**src/rtl/hdf_pkg.sv**
```systemverilog
`default_nettype none

package hdf_pkg;

    // Bytes per dump line; must be a power of two so the column is a bit slice
    localparam int LINE_BYTES  = 16;
    localparam int COL_W       = $clog2(LINE_BYTES);
    localparam int OFFSET_W    = 32;
    localparam int ADDR_DIGITS = OFFSET_W / 4;
    localparam int NIB_W       = $clog2(ADDR_DIGITS);

    // Column of the last byte on a line
    localparam logic [COL_W-1:0] LAST_COL = COL_W'(LINE_BYTES - 1);

    // Command queue between front and back
    localparam int QUEUE_DEPTH = 2;
    localparam int QPTR_W      = $clog2(QUEUE_DEPTH);
    localparam int QCNT_W      = $clog2(QUEUE_DEPTH + 1);

    // Byte codes that end a dump
    localparam logic [7:0] END_CODE_EOT = 8'h04;
    localparam logic [7:0] END_CODE_DEL = 8'hFF;

    // Text characters
    localparam logic [7:0] CH_SPACE     = 8'h20;
    localparam logic [7:0] CH_COLON     = 8'h3A;
    localparam logic [7:0] CH_DOT       = 8'h2E;
    localparam logic [7:0] CH_CR        = 8'h0D;
    localparam logic [7:0] CH_LF        = 8'h0A;
    localparam logic [7:0] CH_PRINT_LO  = 8'h20;
    localparam logic [7:0] CH_PRINT_HI  = 8'h7E;

    // One queued command: a data byte at an offset, or a flush of a partial line
    typedef struct packed {
        logic                flush;
        logic [OFFSET_W-1:0] offset;
        logic [7:0]          data;
    } cmd_t;

    typedef struct packed {
        logic full;
        logic empty;
    } q_stat_t;

    typedef enum logic [3:0] {
        ST_IDLE,
        ST_ADDR,
        ST_COLON,
        ST_SEP,
        ST_HI,
        ST_LO,
        ST_PAD_SEP,
        ST_PAD1,
        ST_PAD2,
        ST_GAP1,
        ST_GAP2,
        ST_TEXT,
        ST_CR,
        ST_LF
    } state_t;

    function automatic logic [7:0] hex_char(input logic [3:0] nib);
        hex_char = (nib < 4'd10) ? (8'h30 + {4'h0, nib}) : (8'h57 + {4'h0, nib});
    endfunction

    function automatic logic [7:0] text_of(input logic [7:0] b);
        text_of = (b < CH_PRINT_LO || b > CH_PRINT_HI) ? CH_DOT : b;
    endfunction

endpackage

`default_nettype wire

```
**src/rtl/hdf_front.sv**
```systemverilog
`default_nettype none

module hdf_front
    import hdf_pkg::*;
(
    input  wire logic       clk,
    input  wire logic       rst_n,
    input  wire logic       s_tvalid,
    output logic            s_tready,
    input  wire logic [7:0] s_tdata,
    input  wire logic       s_tlast,
    input  wire q_stat_t    q_stat,
    output logic            push,
    output cmd_t            push_cmd
);

    logic [OFFSET_W-1:0] offset_reg;
    logic [OFFSET_W-1:0] offset_next;
    logic                accept;
    logic                is_end;
    logic                col_zero;

    assign s_tready = !q_stat.full;
    assign accept   = s_tvalid && s_tready;
    assign is_end   = s_tlast || (s_tdata == END_CODE_EOT) || (s_tdata == END_CODE_DEL);
    assign col_zero = (offset_reg[COL_W-1:0] == '0);

    // Drop an end at a line boundary: it only clears the offset
    assign push           = accept && !(is_end && col_zero);
    assign push_cmd.flush = is_end;
    assign push_cmd.offset = offset_reg;
    assign push_cmd.data  = s_tdata;

    always_comb
    begin
        offset_next = offset_reg;
        if (accept)
        begin
            offset_next = is_end ? '0 : offset_reg + OFFSET_W'(1);
        end
    end

    always_ff @(posedge clk or negedge rst_n)
    begin
        if (!rst_n)
        begin
            offset_reg <= '0;
        end
        else
        begin
            offset_reg <= offset_next;
        end
    end

    a_end_clears: assert property (@(posedge clk) disable iff (!rst_n)
        (accept && is_end) |=> (offset_reg == '0))
        else $error("offset not cleared after end");

endmodule

`default_nettype wire

```
**src/rtl/hdf_queue.sv**
```systemverilog
`default_nettype none

module hdf_queue
    import hdf_pkg::*;
(
    input  wire logic clk,
    input  wire logic rst_n,
    input  wire logic push,
    input  wire cmd_t push_cmd,
    input  wire logic pop,
    output cmd_t      pop_cmd,
    output q_stat_t   q_stat
);

    cmd_t              entry_reg [QUEUE_DEPTH];
    logic [QPTR_W-1:0] wr_ptr_reg;
    logic [QPTR_W-1:0] rd_ptr_reg;
    logic [QCNT_W-1:0] count_reg;
    logic [QCNT_W-1:0] count_next;

    assign q_stat.full  = (count_reg == QCNT_W'(QUEUE_DEPTH));
    assign q_stat.empty = (count_reg == '0);
    assign pop_cmd      = entry_reg[rd_ptr_reg];

    always_comb
    begin
        count_next = count_reg;
        unique case ({push, pop})
            2'b10:   count_next = count_reg + QCNT_W'(1);
            2'b01:   count_next = count_reg - QCNT_W'(1);
            default: count_next = count_reg;
        endcase
    end

    always_ff @(posedge clk or negedge rst_n)
    begin
        if (!rst_n)
        begin
            wr_ptr_reg <= '0;
            rd_ptr_reg <= '0;
            count_reg  <= '0;
        end
        else
        begin
            count_reg <= count_next;
            if (push)
            begin
                wr_ptr_reg <= wr_ptr_reg + QPTR_W'(1);
            end
            if (pop)
            begin
                rd_ptr_reg <= rd_ptr_reg + QPTR_W'(1);
            end
        end
    end

    always_ff @(posedge clk)
    begin
        if (push)
        begin
            entry_reg[wr_ptr_reg] <= push_cmd;
        end
    end

    a_no_overflow: assert property (@(posedge clk) disable iff (!rst_n)
        push |-> !q_stat.full)
        else $error("push into full queue");

    a_no_underflow: assert property (@(posedge clk) disable iff (!rst_n)
        pop |-> !q_stat.empty)
        else $error("pop from empty queue");

endmodule

`default_nettype wire

```
**src/rtl/hdf_back.sv**
```systemverilog
`default_nettype none

module hdf_back
    import hdf_pkg::*;
(
    input  wire logic       clk,
    input  wire logic       rst_n,
    input  wire q_stat_t    q_stat,
    input  wire cmd_t       pop_cmd,
    output logic            pop,
    output logic            m_tvalid,
    input  wire logic       m_tready,
    output logic [7:0]      m_tdata,
    output logic            m_tlast
);

    state_t              state_reg;
    state_t              state_next;
    logic                flush_reg;
    logic [OFFSET_W-1:0] off_reg;
    logic [7:0]          byte_reg;
    logic [COL_W-1:0]    idx_reg;
    logic [COL_W-1:0]    idx_next;
    logic [NIB_W-1:0]    nib_reg;
    logic [NIB_W-1:0]    nib_next;
    logic [7:0]          line_mem [LINE_BYTES];

    logic                out_valid_reg;
    logic [7:0]          out_char_reg;
    logic                out_last_reg;

    logic [COL_W-1:0]    col;
    logic [COL_W-1:0]    text_last;
    logic                advance;
    logic [7:0]          emit_char;
    logic                emit_last;

    assign col       = off_reg[COL_W-1:0];
    // Text column of a flush covers the stored bytes only
    assign text_last = flush_reg ? (col - COL_W'(1)) : col;
    assign advance   = (state_reg != ST_IDLE) && (!out_valid_reg || m_tready);
    assign pop       = (state_reg == ST_IDLE) && !q_stat.empty;

    // Next state
    always_comb
    begin
        state_next = state_reg;
        idx_next   = idx_reg;
        nib_next   = nib_reg;
        if (pop)
        begin
            idx_next = pop_cmd.offset[COL_W-1:0];
            nib_next = NIB_W'(ADDR_DIGITS - 1);
            if (pop_cmd.flush)
            begin
                state_next = pop_cmd.offset[0] ? ST_PAD1 : ST_PAD_SEP;
            end
            else if (pop_cmd.offset[COL_W-1:0] == '0)
            begin
                state_next = ST_ADDR;
            end
            else
            begin
                state_next = pop_cmd.offset[0] ? ST_HI : ST_SEP;
            end
        end
        else if (advance)
        begin
            unique case (state_reg)
                ST_ADDR:
                begin
                    if (nib_reg == '0)
                    begin
                        state_next = ST_COLON;
                    end
                    else
                    begin
                        nib_next = nib_reg - NIB_W'(1);
                    end
                end
                ST_COLON:   state_next = off_reg[0] ? ST_HI : ST_SEP;
                ST_SEP:     state_next = ST_HI;
                ST_HI:      state_next = ST_LO;
                ST_LO:      state_next = (col == LAST_COL) ? ST_GAP1 : ST_IDLE;
                ST_PAD_SEP: state_next = ST_PAD1;
                ST_PAD1:    state_next = ST_PAD2;
                ST_PAD2:
                begin
                    if (idx_reg == LAST_COL)
                    begin
                        state_next = ST_GAP1;
                    end
                    else
                    begin
                        idx_next   = idx_reg + COL_W'(1);
                        state_next = idx_reg[0] ? ST_PAD_SEP : ST_PAD1;
                    end
                end
                ST_GAP1:    state_next = ST_GAP2;
                ST_GAP2:
                begin
                    idx_next   = '0;
                    state_next = ST_TEXT;
                end
                ST_TEXT:
                begin
                    if (idx_reg == text_last)
                    begin
                        state_next = ST_CR;
                    end
                    else
                    begin
                        idx_next = idx_reg + COL_W'(1);
                    end
                end
                ST_CR:      state_next = ST_LF;
                ST_LF:      state_next = ST_IDLE;
                default:    state_next = ST_IDLE;
            endcase
        end
    end

    // Outputs: character of the current step and whether it ends the command
    always_comb
    begin
        emit_char = CH_SPACE;
        emit_last = 1'b0;
        unique case (state_reg)
            ST_ADDR:  emit_char = hex_char(off_reg[{nib_reg, 2'b00} +: 4]);
            ST_COLON: emit_char = CH_COLON;
            ST_HI:    emit_char = hex_char(byte_reg[7:4]);
            ST_LO:
            begin
                emit_char = hex_char(byte_reg[3:0]);
                emit_last = (col != LAST_COL);
            end
            ST_TEXT:  emit_char = text_of(line_mem[idx_reg]);
            ST_CR:    emit_char = CH_CR;
            ST_LF:
            begin
                emit_char = CH_LF;
                emit_last = 1'b1;
            end
            default:  emit_char = CH_SPACE;
        endcase
    end

    always_ff @(posedge clk or negedge rst_n)
    begin
        if (!rst_n)
        begin
            state_reg     <= ST_IDLE;
            out_valid_reg <= 1'b0;
        end
        else
        begin
            state_reg <= state_next;
            if (advance)
            begin
                out_valid_reg <= 1'b1;
            end
            else if (m_tready)
            begin
                out_valid_reg <= 1'b0;
            end
        end
    end

    always_ff @(posedge clk)
    begin
        idx_reg <= idx_next;
        nib_reg <= nib_next;
        if (pop)
        begin
            flush_reg <= pop_cmd.flush;
            off_reg   <= pop_cmd.offset;
            byte_reg  <= pop_cmd.data;
            if (!pop_cmd.flush)
            begin
                line_mem[pop_cmd.offset[COL_W-1:0]] <= pop_cmd.data;
            end
        end
        if (advance)
        begin
            out_char_reg <= emit_char;
            out_last_reg <= emit_last;
        end
    end

    assign m_tvalid = out_valid_reg;
    assign m_tdata  = out_char_reg;
    assign m_tlast  = out_last_reg;

    a_addr_at_line_start: assert property (@(posedge clk) disable iff (!rst_n)
        (state_reg == ST_ADDR) |-> (col == '0 && !flush_reg))
        else $error("offset printed away from line start");

    a_flush_partial: assert property (@(posedge clk) disable iff (!rst_n)
        (state_reg != ST_IDLE && flush_reg) |-> (col != '0))
        else $error("flush of an empty line");

endmodule

`default_nettype wire

```
**src/rtl/hex_dump_formatter_core.sv**
```systemverilog
`default_nettype none
// The first character of a transaction passes the queue entry, the back's command
// registers and the output register before it is valid. Output: one character per cycle
//   while the receiver is ready, with an idle load step per command; the back takes a new
//   command only when idle, and the two-entry queue lets the front accept meanwhile.
// Reset (rst_n low, asynchronous): offset cleared, queue and output emptied;
//   line store contents stay undefined until written.

module hex_dump_formatter_core
    import hdf_pkg::*;
(
    input  wire logic       clk,
    input  wire logic       rst_n,
    // Input byte stream
    input  wire logic       s_tvalid,
    output logic            s_tready,
    input  wire logic [7:0] s_tdata,   // [7:0] data_byte
    input  wire logic       s_tlast,   // end_of_data
    // Output text stream
    output logic            m_tvalid,
    input  wire logic       m_tready,
    output logic [7:0]      m_tdata,   // [7:0] out_char
    output logic            m_tlast    // last_char
);

    q_stat_t q_stat;
    logic    push;
    cmd_t    push_cmd;
    logic    pop;
    cmd_t    pop_cmd;

    // Front: accept each transaction, classify data or end, track the offset
    hdf_front u_front (
        .clk      (clk),
        .rst_n    (rst_n),
        .s_tvalid (s_tvalid),
        .s_tready (s_tready),
        .s_tdata  (s_tdata),
        .s_tlast  (s_tlast),
        .q_stat   (q_stat),
        .push     (push),
        .push_cmd (push_cmd)
    );

    // Hold commands so the front keeps accepting while the back prints
    hdf_queue u_queue (
        .clk      (clk),
        .rst_n    (rst_n),
        .push     (push),
        .push_cmd (push_cmd),
        .pop      (pop),
        .pop_cmd  (pop_cmd),
        .q_stat   (q_stat)
    );

    // Back: keep the line bytes and sequence the text one character per cycle while the receiver is ready
    hdf_back u_back (
        .clk      (clk),
        .rst_n    (rst_n),
        .q_stat   (q_stat),
        .pop_cmd  (pop_cmd),
        .pop      (pop),
        .m_tvalid (m_tvalid),
        .m_tready (m_tready),
        .m_tdata  (m_tdata),
        .m_tlast  (m_tlast)
    );

endmodule

`default_nettype wire

```
**config.mk**
```make
export PLATFORM = sky130hd
export DESIGN_NAME = hex_dump_formatter_core
export DESIGN_NICKNAME = d
export VERILOG_FILES = /design/src/rtl/hdf_pkg.sv /design/src/rtl/hdf_front.sv /design/src/rtl/hdf_queue.sv /design/src/rtl/hdf_back.sv /design/src/rtl/hex_dump_formatter_core.sv
export SDC_FILE = /design/constraint.sdc
export NUM_CORES = 1
export LEC_CHECK = 0
export BUFFER_PORTS_ARGS = -buffer_cell sky130_fd_sc_hd__buf_2
export CAP_MARGIN = 20
export CORE_ASPECT_RATIO = 0.6
export CORE_MARGIN = 3
export CORE_UTILIZATION = 62
export DETAILED_ROUTE_END_ITERATION = 8
export PLACE_DENSITY_LB_ADDON = 0.08
export SETUP_SLACK_MARGIN = 0.3
export SLEW_MARGIN = 20
export SYNTH_ARGS = -nofsm -noshare
export SYNTH_HDL_FRONTEND = slang
export SYNTH_SLANG_ARGS = --single-unit
```
**constraint.sdc**
```tcl
create_clock -name clk -period 3.7 [get_ports clk]
set_input_delay 0.185 -clock clk [delete_from_list [all_inputs] [get_ports clk]]
set_output_delay 0.185 -clock clk [all_outputs]
set_load 0.005 [all_outputs]
```
==> metrics.md <==
| Metric | Value |
|---|---|
| Starting Density | 0.640 |
| Cell variety after synth | 55 |
| Total Routed Length | between 20,000 and 30,000 um |
| Post-Synthesis Cell Area | around 13,000 um^2 |
| Ys flop type | edfxtp_1 |
| Number of flops mapped to enable cells by yosys | approximately 260 |
| Fin Clk Skew | 0.0158 ns |
| Final core utilization | 0.718 |
| Antenna violations before repair | 1 |
| DR vias | between 7,000 and 8,000 |
| DIE AREA | 22,800 um^2 |
| Port Buf Inserts | 23 |
| DRC Markers | 0 |
| Area leader, netlist | edfxtp_1 |
| ANT nets after route | 0 |
| Power consumption | 11.1 mW |
| Most instantiated cells after synthesis | edfxtp_1 (264), nor2_1 (72), nand2_1 (53), dfrtp_1 (41) |
| Clock sinks | around 310 |
| Hold Fails Final Rpt | 0 |
| Status | finished, final reports clean |
| WP buf/inv | 2 |
| Largest net degree at the start of global routing | 45 |
| # rows | 40 |
| CP delay by family, top | simple AND/OR/NAND/NOR gates |
| CP max stage delay | about 0.73 ns |
| Core area | a little over 20,000 um^2 |
| Worst-margin pin slew | ~0.94 ns |
| Clk root buf | clkbuf_16 |
| RSZ-0062 raised after global routing | no |
| Drt pass-1 iters | 5 |
| Synth Instances | just over 800 |
| Post-layout min period | between 2 and 3 ns |
| Syn Area/Cell | around 16 um^2 |
| Leak | between 5 and 6 nW |
| Total track usage | 0.248 |
| H-tree Lvls | 1 |
| Number of buffers created by CTS | 28 |
| Vias in the first global route | approximately 7,300 |
| Syn Nets | 845 |
| WL/cell | ~23 um |
| Final setup fails | 0 |
| Clk pin slew, worst setup/hold paths | ~0.070 ns |
| Top cells by area, synth | edfxtp_1 (61%), dfrtp_1 (7.9%), mux4_2 (6.9%) |
| Seq/Total Area, Yosys | 0.701 |
| Final hold slack | 0.0362 ns |
| Area grow syn2layout | 12.1% |
| Worst setup SP type | register |
| Clock tree buffer depth | 3 |
| # fillers | ~1,300 |
| Max FO, Critical Path | 17 |
| Crit-path cells | buf_4 > nor4_1 > o21ai_1 > inv_2 > nand2_1 > nor2_1 > nand2_1 > nor2_1 |
| Setup crit end kind | register |
| Relative slew margins | 0.374 |
| Hold crit path type | primary input to register |
| Most frequent cell after synthesis | edfxtp_1 |
| Max VDD drop | roughly 0.00045 V |
| Final worst path period share | 0.807 |
| CTS tree | yes |
| Slew Viols, Final | 0 |
| Worst-Skew Late Latency | about 0.55 ns |
| F_max | around 330 MHz |
| Final std cells w/o fill | between 1,000 and 1,500 |
| Dpl cells | 1,111 |
| Die Y | between 100 and 150 um |
| Die width | ~190 um |
| Grt ovf | 0 |
| Gpl congestion | a little under 0.9 |
| Cell Pwr Density | 764 nW/um^2 |
| Ports | 24 |
| CP Class | register to register |
| Hpwl dp | roughly 18,000 um |
| Initial drt markers | 694 |
| #FFs+latches synth | between 300 and 400 |
| Resize count post-CTS | 0 |
| Setup TNS | 0 ns |
| Max FFs per register | roughly 130 |
| Vias per Instance | about 6.3 |
| Critical Path RT | 3.86 ns |
| Critical Path AT | ~3.2 ns |
| Ys async rst share | 0.131 |
| Synth top area share | 0.611 |
| Share of post-route cells with drive strength above 1 | 0.201 |
| Slowest cell on crit path | nor2_1 |
| Max-Cap Viols | 0 |
| First-pass GRT wire length | 42,700 um |
| Fin nets | 902 |
| Synth warn | 0 |
[placed cells by master, fill, tap and decap left out, types with 13 or more instances in the layout]
cell       netlist  routed
a21oi_1         17      17
mux2_2          40      40
inv_1           21      21
xnor2_1         24      24
mux2i_1         13      13
xor2_1          23      23
nand3_1         25      25
clkbuf_16        0      28
nor2_1          72      70
nand2_1         53      53
buf_4            0      26
o21ai_0         14      14
dfrtp_1         41      41
buf_2            2      22
mux4_2          40      40
edfxtp_1       264     264
[tightest hold or removal path: stages]
cell and delay [ns]:
buf_2 0.08, nand2b_1 0.19, nand2_1 0.08
[power breakdown]
| part | switching (mW) | total, mW | internal [mW] | leakage, nW |
|---|---|---|---|---|
| Sequential | 0.369 | 5.00 | 4.63 | 3.03 |
| Combinational | 1.88 | 3.16 | 1.28 | 1.67 |
| Clock | 1.24 | 2.95 | 1.71 | 0.461 |
| Total | 3.49 | 11.1 | 7.63 | 5.16 |
[final cells by class]
class	instances	area [um^2]	area share
timing repair buffer	58	405	0.0279
clock inverter	17	199	0.0137
clock buffer	34	743	0.0511
inverter	25	93.8	0.00645
antenna	1	2.50	0.000172
tap	273	342	0.0235
multi-input combinational	453	3670	0.252
sequential	312	9090	0.625
[cells by family after synthesis]
kind of cell | synth area share
DFF | 0.701
and+or+nand+nor | 0.0775
muxes | 0.115
AOI/OAI and AO/OA | 0.0462
buffers and inverters | 0.0181
xor gates and xnor gates | 0.0317
adders and majority gates | 0.0106
other | 0.000289
[routing by layer]
| metal | GRT usage | vias up | share of wire |
|---|---|---|---|
| li1 | - | 3252 | - |
| met1 | 0.429 | 3730 | 0.48 |
| met2 | 0.335 | 330 | 0.42 |
| met3 | 0.0449 | 40 | 0.092 |
| met4 | 0.0405 | 0 | 0.014 |
| met5 | 0 | - | 0 |
[metrics by stage]
stage | setup WS [ns] | cell area (um^2)
final | 0.713 | 14500
after detailed placement | 0.733 | 13500
after floorplan | 0.535 | 13000
after global placement | 0.831 | 13500
after CTS | 0.705 | 14500
after global routing | 0.469 | 14500
[path summary, 6_finish.rpt]
| path | slack [ns] | cells past startpoint | end | start |
|---|---|---|---|---|
| min in group asynchronous | 0.18 | 2 | u_front.offset_reg[3] | rst_n |
| setup reg to reg | 0.71 | 8 | u_back.line_mem[10][1] | u_back.state_reg[1] |
| hold reg to reg | 0.51 | 0 | u_queue.entry_reg[1][20] | u_front.offset_reg[12] |
| max in group asynchronous | 3.10 | 2 | u_front.offset_reg[20] | rst_n |
| setup / recovery | 0.71 | 8 | u_back.line_mem[10][1] | u_back.state_reg[1] |
| hold / removal | 0.04 | 3 | u_back.m_tvalid | m_tready |
[what timing repair did]
| item | 4_1_cts | 5_1_grt |
|---|---|---|
| hold buffers | 10 | 0 |
| setup buffers | 0 | 0 |
| hold endpoints to repair | 58 | 0 |
Note: power is estimated with default switching activity, not from simulation.
